`src/sv/fbfl_pkg.sv`:
```
// Shared types and codes for the fixed block free list allocator.
// No dependencies; the other files that use it refer to it by scoped names.
`timescale 1ns / 1ps

package fbfl_pkg;

  localparam logic [1:0] OP_ACQUIRE = 2'd0;
  localparam logic [1:0] OP_RELEASE = 2'd1;
  localparam logic [1:0] OP_QUERY   = 2'd2;

  localparam logic [1:0] ST_DONE  = 2'd0;
  localparam logic [1:0] ST_EMPTY = 2'd1;
  localparam logic [1:0] ST_QUERY = 2'd2;

  typedef struct packed {
    logic [1:0] opcode;
    logic [7:0] block_index;
  } req_t;

  typedef struct packed {
    logic [1:0]  status;
    logic [7:0]  granted_block;
    logic [8:0]  avail_count;
    logic [8:0]  used_count;
    logic [8:0]  high_water;
    logic [31:0] acquire_total;
    logic [31:0] release_total;
  } rsp_t;

  // Link memory write port
  typedef struct packed {
    logic       en;
    logic [7:0] addr;
    logic [7:0] data;
  } link_wr_t;

  // Pool (re)initialization request
  typedef struct packed {
    logic       wr;
    logic [8:0] capacity;
  } cfg_t;

endpackage

```
`src/sv/fbfl_ifs.sv`:
```
// Valid/ready channel interfaces for requests, results and configuration.
// Depends on nothing but the field widths of the allocator.
`timescale 1ns / 1ps

interface fbfl_in_if;
  logic       valid;
  logic       ready;
  logic [1:0] opcode;
  logic [7:0] block_index;
  modport source (output valid, output opcode, output block_index, input ready);
  modport sink   (input valid, input opcode, input block_index, output ready);
endinterface

interface fbfl_out_if;
  logic        valid;
  logic        ready;
  logic [1:0]  status;
  logic [7:0]  granted_block;
  logic [8:0]  avail_count;
  logic [8:0]  used_count;
  logic [8:0]  high_water;
  logic [31:0] acquire_total;
  logic [31:0] release_total;
  modport source (output valid, output status, output granted_block, output avail_count,
                  output used_count, output high_water, output acquire_total,
                  output release_total, input ready);
  modport sink   (input valid, input status, input granted_block, input avail_count,
                  input used_count, input high_water, input acquire_total,
                  input release_total, output ready);
endinterface

interface fbfl_cfg_if;
  logic       valid;
  logic       ready;
  logic [8:0] pool_capacity;
  modport source (output valid, output pool_capacity, input ready);
  modport sink   (input valid, input pool_capacity, output ready);
endinterface

```
`src/sv/fbfl_link_mem.sv`:
```
// Link memory: one write port, one registered read port, write-first on collision.
// Uses fbfl_pkg::link_wr_t.
`timescale 1ns / 1ps

module fbfl_link_mem #(
  parameter int DEPTH = 256
) (
  input  logic               clk,
  input  fbfl_pkg::link_wr_t wr,
  input  logic [7:0]         rd_addr,
  output logic [7:0]         rd_data
);

  localparam int AW = (DEPTH > 1) ? $clog2(DEPTH) : 1;

  logic [7:0] mem [DEPTH];
  logic [7:0] rd_data_r;

  always_ff @(posedge clk) begin
    if (wr.en) begin
      mem[wr.addr[AW-1:0]] <= wr.data;
    end
    if (wr.en && (wr.addr[AW-1:0] == rd_addr[AW-1:0])) begin
      rd_data_r <= wr.data;
    end else begin
      rd_data_r <= mem[rd_addr[AW-1:0]];
    end
  end

  assign rd_data = rd_data_r;

endmodule

```
`src/sv/fbfl_core.sv`:
```
// Pool state: free stack cache (top, second, third via link memory) and counters.
// Uses fbfl_pkg types and codes; instantiates fbfl_link_mem.
`timescale 1ns / 1ps

module fbfl_core #(
  parameter int MAX_BLOCKS = 256
) (
  input  logic           clk,
  input  logic           rst_n,
  input  fbfl_pkg::cfg_t cfg,
  input  logic           go,
  input  fbfl_pkg::req_t req,
  output fbfl_pkg::rsp_t rsp
);

  localparam int DEPTH = (MAX_BLOCKS < 256) ? MAX_BLOCKS : 256;
  localparam logic [8:0] CAP_MAX = 9'(DEPTH);

  logic [8:0]  cap_r,    cap_nxt;
  logic [8:0]  depth_r,  depth_nxt;
  logic [8:0]  fresh_r,  fresh_nxt;
  logic [8:0]  inuse_r,  inuse_nxt;
  logic [8:0]  peak_r,   peak_nxt;
  logic [31:0] acq_r,    acq_nxt;
  logic [31:0] rel_r,    rel_nxt;
  logic [7:0]  top_r,    top_nxt;
  logic [7:0]  sec_r,    sec_nxt;
  logic [7:0]  third;
  logic [8:0]  free_w;
  logic [8:0]  fresh_dec;
  logic [8:0]  cap_clip;
  logic [1:0]  status;
  logic [7:0]  granted;
  fbfl_pkg::link_wr_t link_wr;

  // sec_r always mirrors link[top_r]; third mirrors link[sec_r], re-read every cycle
  fbfl_link_mem #(.DEPTH(DEPTH)) u_link (
    .clk     (clk),
    .wr      (link_wr),
    .rd_addr (sec_nxt),
    .rd_data (third)
  );

  assign free_w    = depth_r + fresh_r;
  assign fresh_dec = fresh_r - 9'd1;
  assign cap_clip  = (cfg.capacity > CAP_MAX) ? CAP_MAX : cfg.capacity;

  always_comb begin
    cap_nxt   = cap_r;
    depth_nxt = depth_r;
    fresh_nxt = fresh_r;
    inuse_nxt = inuse_r;
    peak_nxt  = peak_r;
    acq_nxt   = acq_r;
    rel_nxt   = rel_r;
    top_nxt   = top_r;
    sec_nxt   = sec_r;
    status    = fbfl_pkg::ST_QUERY;
    granted   = 8'd0;
    link_wr   = '0;
    if (cfg.wr) begin
      cap_nxt   = cap_clip;
      depth_nxt = 9'd0;
      fresh_nxt = cap_clip;
      inuse_nxt = 9'd0;
      peak_nxt  = 9'd0;
      acq_nxt   = 32'd0;
      rel_nxt   = 32'd0;
      top_nxt   = 8'd0;
    end else if (go) begin
      unique case (req.opcode)
        fbfl_pkg::OP_ACQUIRE: begin
          if (depth_r != 9'd0) begin
            granted   = top_r;
            top_nxt   = sec_r;
            sec_nxt   = third;
            depth_nxt = depth_r - 9'd1;
            status    = fbfl_pkg::ST_DONE;
          end else if (fresh_r != 9'd0) begin
            fresh_nxt = fresh_dec;
            granted   = fresh_dec[7:0];
            status    = fbfl_pkg::ST_DONE;
          end else begin
            status = fbfl_pkg::ST_EMPTY;
          end
          if (status == fbfl_pkg::ST_DONE) begin
            inuse_nxt = inuse_r + 9'd1;
            acq_nxt   = acq_r + 32'd1;
            if (inuse_nxt > peak_r) begin
              peak_nxt = inuse_nxt;
            end
          end
        end
        fbfl_pkg::OP_RELEASE: begin
          // push only an in-range block while the pool is not already full
          if (({1'b0, req.block_index} < cap_r) && (free_w < cap_r)) begin
            link_wr.en   = 1'b1;
            link_wr.addr = req.block_index;
            link_wr.data = top_r;
            top_nxt      = req.block_index;
            sec_nxt      = top_r;
            depth_nxt    = depth_r + 9'd1;
          end
          if (inuse_r != 9'd0) begin
            inuse_nxt = inuse_r - 9'd1;
          end
          rel_nxt = rel_r + 32'd1;
          status  = fbfl_pkg::ST_DONE;
        end
        default: begin
          status = fbfl_pkg::ST_QUERY;
        end
      endcase
    end
  end

  always_ff @(posedge clk) begin
    if (!rst_n) begin
      cap_r   <= CAP_MAX;
      depth_r <= 9'd0;
      fresh_r <= CAP_MAX;
      inuse_r <= 9'd0;
      peak_r  <= 9'd0;
      acq_r   <= 32'd0;
      rel_r   <= 32'd0;
    end else begin
      cap_r   <= cap_nxt;
      depth_r <= depth_nxt;
      fresh_r <= fresh_nxt;
      inuse_r <= inuse_nxt;
      peak_r  <= peak_nxt;
      acq_r   <= acq_nxt;
      rel_r   <= rel_nxt;
    end
  end

  always_ff @(posedge clk) begin
    if (!rst_n) begin
      top_r <= 8'd0;
      sec_r <= 8'd0;
    end else begin
      top_r <= top_nxt;
      sec_r <= sec_nxt;
    end
  end

  always_comb begin
    rsp.status        = status;
    rsp.granted_block = granted;
    rsp.avail_count   = depth_nxt + fresh_nxt;
    rsp.used_count    = inuse_nxt;
    rsp.high_water    = peak_nxt;
    rsp.acquire_total = acq_nxt;
    rsp.release_total = rel_nxt;
  end

endmodule

```
`src/sv/fixed_block_free_list_allocator.sv`:
```
// Fixed block free list allocator top level: request register, result register, handshakes.
// Depends on fbfl_pkg, the fbfl_ifs channel interfaces and fbfl_core.
`timescale 1ns / 1ps

// Pool of equal blocks named 0..capacity-1. An acquire transfer returns a block index,
// a release transfer gives one back, a query transfer only reports the counts. Released
// blocks are reused last-in first-out; blocks never handed out are served afterwards,
// counting down from capacity-1. Every request yields exactly one result transfer.
// Throughput is one request per clock while the result side keeps draining: a request is
// registered on acceptance and handled once the result register is free or being drained,
// which loads its result into the output register and raises result valid. The link
// memory has a single read port, the limiting resource; the top two stack entries are
// cached in flops and the third is re-read from the memory every cycle so back-to-back
// pops never wait on it. A write on the cfg channel (always ready) sets the capacity,
// clipped to MAX_BLOCKS and to 256, and restarts the pool; only issue it while no
// request is outstanding. No clearing pass is needed after reset.
module fixed_block_free_list_allocator #(
  parameter int MAX_BLOCKS = 256
) (
  input  logic       clk,
  input  logic       rst_n,
  fbfl_in_if.sink    in_ch,
  fbfl_out_if.source out_ch,
  fbfl_cfg_if.sink   cfg_ch
);

  logic           req_valid_r, req_valid_nxt;
  fbfl_pkg::req_t req_r;
  logic           out_valid_r, out_valid_nxt;
  fbfl_pkg::rsp_t out_r;
  fbfl_pkg::rsp_t rsp;
  fbfl_pkg::cfg_t cfg;
  logic           proceed;
  logic           go;
  logic           in_xfer;

  // Result register free this cycle, or being drained
  assign proceed = !out_valid_r || out_ch.ready;
  assign go      = req_valid_r && proceed;
  assign in_ch.ready = !req_valid_r || proceed;
  assign in_xfer = in_ch.valid && in_ch.ready;

  assign cfg_ch.ready = 1'b1;
  assign cfg.wr       = cfg_ch.valid;
  assign cfg.capacity = cfg_ch.pool_capacity;

  fbfl_core #(.MAX_BLOCKS(MAX_BLOCKS)) u_core (
    .clk   (clk),
    .rst_n (rst_n),
    .cfg   (cfg),
    .go    (go),
    .req   (req_r),
    .rsp   (rsp)
  );

  always_comb begin
    req_valid_nxt = req_valid_r;
    if (in_xfer) begin
      req_valid_nxt = 1'b1;
    end else if (go) begin
      req_valid_nxt = 1'b0;
    end
    out_valid_nxt = out_valid_r;
    if (go) begin
      out_valid_nxt = 1'b1;
    end else if (out_ch.ready) begin
      out_valid_nxt = 1'b0;
    end
  end

  always_ff @(posedge clk) begin
    if (!rst_n) begin
      req_valid_r <= 1'b0;
      out_valid_r <= 1'b0;
    end else begin
      req_valid_r <= req_valid_nxt;
      out_valid_r <= out_valid_nxt;
    end
  end

  always_ff @(posedge clk) begin
    if (in_xfer) begin
      req_r.opcode      <= in_ch.opcode;
      req_r.block_index <= in_ch.block_index;
    end
    if (go) begin
      out_r <= rsp;
    end
  end

  assign out_ch.valid         = out_valid_r;
  assign out_ch.status        = out_r.status;
  assign out_ch.granted_block = out_r.granted_block;
  assign out_ch.avail_count   = out_r.avail_count;
  assign out_ch.used_count    = out_r.used_count;
  assign out_ch.high_water    = out_r.high_water;
  assign out_ch.acquire_total = out_r.acquire_total;
  assign out_ch.release_total = out_r.release_total;

  // Empty-pool result reports no block and no free count
  a_empty_consistent: assert property (@(posedge clk) disable iff (!rst_n)
    (out_valid_r && out_r.status == fbfl_pkg::ST_EMPTY) |->
      (out_r.granted_block == 8'd0 && out_r.avail_count == 9'd0))
    else $error("empty status with nonzero grant or free count");

  // Peak never trails the live used count
  a_peak_covers_used: assert property (@(posedge clk) disable iff (!rst_n)
    out_valid_r |-> (out_r.high_water >= out_r.used_count))
    else $error("high water below used count");

  // A handled request always lands in the result register
  a_go_lands: assert property (@(posedge clk) disable iff (!rst_n)
    go |=> out_valid_r)
    else $error("handled request produced no result");

endmodule

```
`src/flat_wrapper.sv`:
```
// flat-port wrapper written by rule: the top's interface ports become plain ports
module fixed_block_free_list_allocator_flat 
#(
  parameter int MAX_BLOCKS = 256
)
  (clk, rst_n, in_ch_valid, in_ch_opcode, in_ch_block_index, in_ch_ready, out_ch_valid, out_ch_status, out_ch_granted_block, out_ch_avail_count, out_ch_used_count, out_ch_high_water, out_ch_acquire_total, out_ch_release_total, out_ch_ready, cfg_ch_valid, cfg_ch_pool_capacity, cfg_ch_ready);
  fbfl_in_if in_ch_i ();
  fbfl_out_if out_ch_i ();
  fbfl_cfg_if cfg_ch_i ();
  input  logic clk;
  input  logic rst_n;
  input wire logic [$bits(in_ch_i.valid)-1:0] in_ch_valid;
  input wire logic [$bits(in_ch_i.opcode)-1:0] in_ch_opcode;
  input wire logic [$bits(in_ch_i.block_index)-1:0] in_ch_block_index;
  output wire logic [$bits(in_ch_i.ready)-1:0] in_ch_ready;
  output wire logic [$bits(out_ch_i.valid)-1:0] out_ch_valid;
  output wire logic [$bits(out_ch_i.status)-1:0] out_ch_status;
  output wire logic [$bits(out_ch_i.granted_block)-1:0] out_ch_granted_block;
  output wire logic [$bits(out_ch_i.avail_count)-1:0] out_ch_avail_count;
  output wire logic [$bits(out_ch_i.used_count)-1:0] out_ch_used_count;
  output wire logic [$bits(out_ch_i.high_water)-1:0] out_ch_high_water;
  output wire logic [$bits(out_ch_i.acquire_total)-1:0] out_ch_acquire_total;
  output wire logic [$bits(out_ch_i.release_total)-1:0] out_ch_release_total;
  input wire logic [$bits(out_ch_i.ready)-1:0] out_ch_ready;
  input wire logic [$bits(cfg_ch_i.valid)-1:0] cfg_ch_valid;
  input wire logic [$bits(cfg_ch_i.pool_capacity)-1:0] cfg_ch_pool_capacity;
  output wire logic [$bits(cfg_ch_i.ready)-1:0] cfg_ch_ready;
  assign in_ch_i.valid = in_ch_valid;
  assign in_ch_i.opcode = in_ch_opcode;
  assign in_ch_i.block_index = in_ch_block_index;
  assign in_ch_ready = in_ch_i.ready;
  assign out_ch_valid = out_ch_i.valid;
  assign out_ch_status = out_ch_i.status;
  assign out_ch_granted_block = out_ch_i.granted_block;
  assign out_ch_avail_count = out_ch_i.avail_count;
  assign out_ch_used_count = out_ch_i.used_count;
  assign out_ch_high_water = out_ch_i.high_water;
  assign out_ch_acquire_total = out_ch_i.acquire_total;
  assign out_ch_release_total = out_ch_i.release_total;
  assign out_ch_i.ready = out_ch_ready;
  assign cfg_ch_i.valid = cfg_ch_valid;
  assign cfg_ch_i.pool_capacity = cfg_ch_pool_capacity;
  assign cfg_ch_ready = cfg_ch_i.ready;
  fixed_block_free_list_allocator #(.MAX_BLOCKS(MAX_BLOCKS)) u_core (.clk(clk), .rst_n(rst_n), .in_ch(in_ch_i), .out_ch(out_ch_i), .cfg_ch(cfg_ch_i));
endmodule
```
`config.mk`:
```
export PLATFORM = sky130hd
export DESIGN_NAME = fixed_block_free_list_allocator_flat
export DESIGN_NICKNAME = d
export VERILOG_FILES = /design/src/sv/fbfl_pkg.sv /design/src/sv/fbfl_ifs.sv /design/src/sv/fbfl_link_mem.sv /design/src/sv/fbfl_core.sv /design/src/sv/fixed_block_free_list_allocator.sv /design/src/flat_wrapper.sv
export SDC_FILE = /design/constraint.sdc
export NUM_CORES = 2
export LEC_CHECK = 0
export BUFFER_PORTS_ARGS = -buffer_cell sky130_fd_sc_hd__buf_2
export CORE_UTILIZATION = 40
export CTS_CLUSTER_DIAMETER = 60
export CTS_CLUSTER_SIZE = 20
export DETAILED_ROUTE_END_ITERATION = 8
export SYNTH_ARGS = -nofsm -noshare
export SYNTH_HDL_FRONTEND = slang
export SYNTH_SLANG_ARGS = --single-unit
```
`constraint.sdc`:
```
create_clock -name clk -period 10.55 [get_ports clk]
set_clock_uncertainty 0.05 [all_clocks]
set_input_delay 2.11 -clock clk [delete_from_list [all_inputs] [get_ports clk]]
set_output_delay 2.11 -clock clk [all_outputs]
set_load 0.02 [all_outputs]
```
==> results.py <==
metrics = {
    "outcome": {
        "status": "finished, final reports clean",
    },
    "floorplanning": {
        "start_util_pct": 40.4,
        "dieArea_um2": 230000,
        "dieHeight_um": 479,
        "core_area_um2": 226000,
        "rows": 174,
        "die_w_um": 479,
        "ioPinCount": 128,
    },
    "grt": {
        "grt_pass1_vias": 45400,
        "overflow": 0,
        "grt_antenna_before_repair": 4,
        "grt_start_max_net_pins": 170,
        "grt_pass1_wl_um": 333000,
        "grt_util_all_layers_pct": 19.9,
    },
    "sta": {
        "finalSetupTns_ns": 0,
        "setup-violations-final": 0,
        "finalMaxSlewViolations": 0,
        "relSlewSlack_pct": 20.4,
        "worst_slack_ns": 3.54,
        "worstMarginPinSlew_ns": 1.19,
        "period_share_pct": 66.5,
        "fin_crit_ns": 7.01,
        "fmax_mhz": 143,
        "rsz0062_at_grt": "false",
        "hold_viol_final": 0,
    },
    "setup_path": {
        "worstSetupEndpointType": "flip-flop",
        "path_class": "flip-flop to flip-flop",
        "crit_path_max_incr_delay_ns": 0.89,
        "cpMaxStageDelayCell": "nand4_1",
        "worstPathArrival_ns": 7.41,
        "start_kind": "flip-flop",
        "critical_path_required_ns": 10.94,
        "reg2reg_slack_ns": 3.54,
        "path_cells": "ha_1 -> inv_1 -> fa_1 -> nor2b_1 -> o21ai_0 -> a21boi_0 -> o21a_1 -> nor2_1 -> xnor2_1 -> ha_1 -> a211o_1 -> a21oi_1 -> o21ai_1 -> o2111ai_1 -> nand3_2 -> nor2_2 -> buf_4 -> nand4_1 -> buf_4 -> nor2_1",
        "critPathMaxFanout": 16,
    },
    "logic_synthesis": {
        "synth_simple_gate_area_share_pct": 4.68,
        "synth_top_family_by_area": "multiplexers",
        "synth_xor_area_share_pct": 1.01,
        "synth_compound_area_share_pct": 2.93,
        "ys.flop_type": "edfxtp_1",
        "synth-seq-cells": 2294,
        "netlist_area_um2": 91100,
        "syn-num-nets": 4828,
        "synthMuxAreaShare_pct": 14.8,
        "ys_types": 86,
        "synth_fa_ha_area_share_pct": 0.703,
        "synth_edf_count": 2159,
        "postSynthCellCount": 4754,
        "seq_area_frac_synth_pct": 74.1,
        "syn_area_per_cell_um2": 19.2,
        "yosys_warnings": 0,
        "async_flop_share_pct": 0,
    },
    "cells_and_area": {
        "num-fill-cells": 19200,
        "nNetsFinal": 4923,
        "drive_gt1_share_pct": 21.2,
        "seq_area_um2": 67600,
        "multiInputGateArea_um2": 22000,
        "area_delta_synth_final_pct": 9.51,
    },
    "clock_tree": {
        "cts_buffers": 151,
        "clock_latency_ns": 0.83,
        "ctsResizeCount": 0,
        "cts_root_buf": "clkbuf_16",
        "numClockSinks": 2294,
        "cts_tree": "done",
        "cts_hold_buf": 0,
        "clkTransAtPathRegs_ns": 0.08,
        "clockBufferDepth": 3,
        "post-cts-setup-buffers": 0,
        "htree_levels": 4,
    },
    "route": {
        "avgRoutedWirePerCell_um": 28.8,
        "vias": 46100,
        "drt-pass1-iter-count": 6,
        "routed.top_layer": "met5",
        "wl_met1_um": 99100,
        "drt-total-wl_um": 229000,
        "wl_met3_um": 17400,
        "first_iter_violations": 5445,
        "wl_met2_um": 107000,
        "ant_nets": 0,
        "vias_per_cell": 5.80,
        "drc": 0,
    },
    "worst_hold_path": {
        "hold_path_class": "flip-flop to flip-flop",
    },
    "job": {
        "drv_cap": 0,
    },
    "place": {
        "post-dp-hpwl_um": 139000,
        "portBuffers": 126,
        "dp_slack_ns": 3.09,
        "place_congestion": 0.849,
    },
    "power": {
        "leakagePower_nw": 34.8,
        "p_per_area_nw_per_um2": 161,
        "ir_drop_v": 0.000183,
    },
}
-- report_power, final --
part           switching (mW)  total, mW  internal, mW
Combinational           0.142      0.200        0.0576
Sequential             0.0205       9.84          9.82
Clock                    3.11       6.05          2.94
Total                    3.27       16.1          12.8
-- through the flow --
| stage | std cells | power, mW | instance area (µm²) | util [%] | hold slack [ns] |
|---|---|---|---|---|---|
| final | 7947 | 16.1 | 99800 | 44.2 | 0.428 |
| after global routing | 7942 | 16.5 | 99800 | 44.2 | 0.463 |
| after CTS | 7942 | 16.2 | 99800 | 44.2 | 0.432 |
| after detailed placement | 7688 | 10.2 | 95000 | 42.1 | 0.422 |
| after global placement | 7688 | 10.2 | 95000 | 42.1 | 0.412 |
| after floorplan | 4754 | 10.2 | 91100 | - | 0.397 |
-- kinds of logic after synthesis --
family	after synthesis
other cells	1
flops	2294
mux	656
xor+xnor	105
fa+ha+maj	50
simple gates	941
buf+inv	322
compound gates	385
-- Yosys cell counts, drive strengths merged (6+ instances only) --
library cell | n | area [µm²]
mux2i | 93 | 931
ha | 48 | 601
mux4 | 550 | 12400
a21oi | 66 | 338
a311oi | 11 | 96.3
nand3 | 59 | 300
a221oi | 18 | 158
a32oi | 6 | 52.6
and3 | 15 | 93.8
nand2 | 136 | 510
o21bai | 7 | 52.6
inv | 49 | 184
a211oi | 51 | 388
a22oi | 41 | 308
dfxtp | 135 | 2700
a21o | 7 | 52.6
xor2 | 52 | 455
nand4 | 25 | 156
nand2b | 24 | 150
a22o | 10 | 87.6
o211ai | 15 | 118
and2 | 29 | 181
buf | 140 | 947
a221o | 6 | 60.1
edfxtp | 2159 | 64800
o221ai | 7 | 61.3
o21ai | 59 | 295
nor2 | 490 | 1840
xnor2 | 53 | 464
mux2 | 13 | 146
nor2b | 33 | 206
clkbuf | 132 | 497
o22ai | 40 | 250
or3 | 11 | 68.8
nor3 | 64 | 325
nor4 | 23 | 169
-- registers in the layout, indices dropped and copies added (netlist names), named ones only --
register	flops
u_core.req_valid_r	1
u_core.out_ch.avail_count	9
u_core.u_core.depth_r	9
u_core.out_ch.granted_block	8
u_core.u_core.sec_r	8
u_core.u_core.top_r	8
u_core.req_r	10
u_core.out_ch.release_total	32
u_core.out_ch.acquire_total	32
u_core.u_core.peak_r	9
u_core.out_ch.valid	1
u_core.u_core.u_link.mem	2048
u_core.u_core.fresh_r	9
u_core.u_core.acq_r	32
u_core.out_ch.used_count	9
u_core.out_ch.high_water	9
u_core.u_core.rel_r	32
u_core.u_core.inuse_r	9
u_core.out_ch.status	2
u_core.u_core.cap_r	9
-- final timing paths --
path / from / to / cells after the start
setup / recovery: u_core.u_core.depth_r[0]$_SDFF_PN0_ / u_core.u_core.u_link.mem[233][3]$_DFFE_PP_ / 20
hold / removal: u_core.u_core.peak_r[1]$_SDFF_PN0_ / u_core.u_core.peak_r[1]$_SDFF_PN0_ / 2
setup reg to reg: u_core.u_core.depth_r[0]$_SDFF_PN0_ / u_core.u_core.u_link.mem[233][3]$_DFFE_PP_ / 20
hold reg to reg: u_core.u_core.peak_r[1]$_SDFF_PN0_ / u_core.u_core.peak_r[1]$_SDFF_PN0_ / 2
-- cell usage in the layout, fill, tap and decap left out, drive strengths merged, types with 6 or more instances in the layout --
cell type  instances
mux2i             93
a311oi            11
clkinv            37
edfxtp          2159
a211oi            51
nand2            136
and2              29
a22oi             41
mux4             550
nand4             25
nor4              23
a32oi              6
o22ai             40
a221oi            18
nand3             59
o21bai             7
a21oi             66
o211ai            15
ha                48
nor2b             33
clkinvlp           9
nand2b            24
xor2              52
or3               11
o21ai             59
a221o              6
o221ai             7
a21o               7
buf              214
bufinv             6
nor2             490
clkbuf           181
and3              15
mux2              13
dfxtp            135
a22o              10
xnor2             53
nor3              64
inv               71
-- per-layer routing --
layer,GRT usage [%],up-vias
li1,-,19400
met1,29.2,24400
met2,30.8,2110
met3,3.11,292
met4,5.45,2
met5,0,-
-- critical path: cells and delay by family (launching register included) --
kind | cells | cell delay [ns]
AOI/OAI and AO/OA | 7 | 1.24
xor gates and xnor gates | 1 | 0.16
adders and majority gates | 3 | 0.88
buffers and inverters | 3 | 1.02
DFF | 1 | 0.47
and+or+nand+nor | 6 | 2.80
-- area by class of cell --
cell class	count	area share [%]
clock inverters	73	0.755
well taps	2992	3.75
flip-flops and latches	2294	67.7
repair buffers	214	1.48
multi-input cells	2138	22.1
inverters	50	0.191
clock buffers	181	4.04
diodes	5	0.0125
(Power assumes the default switching activity.)
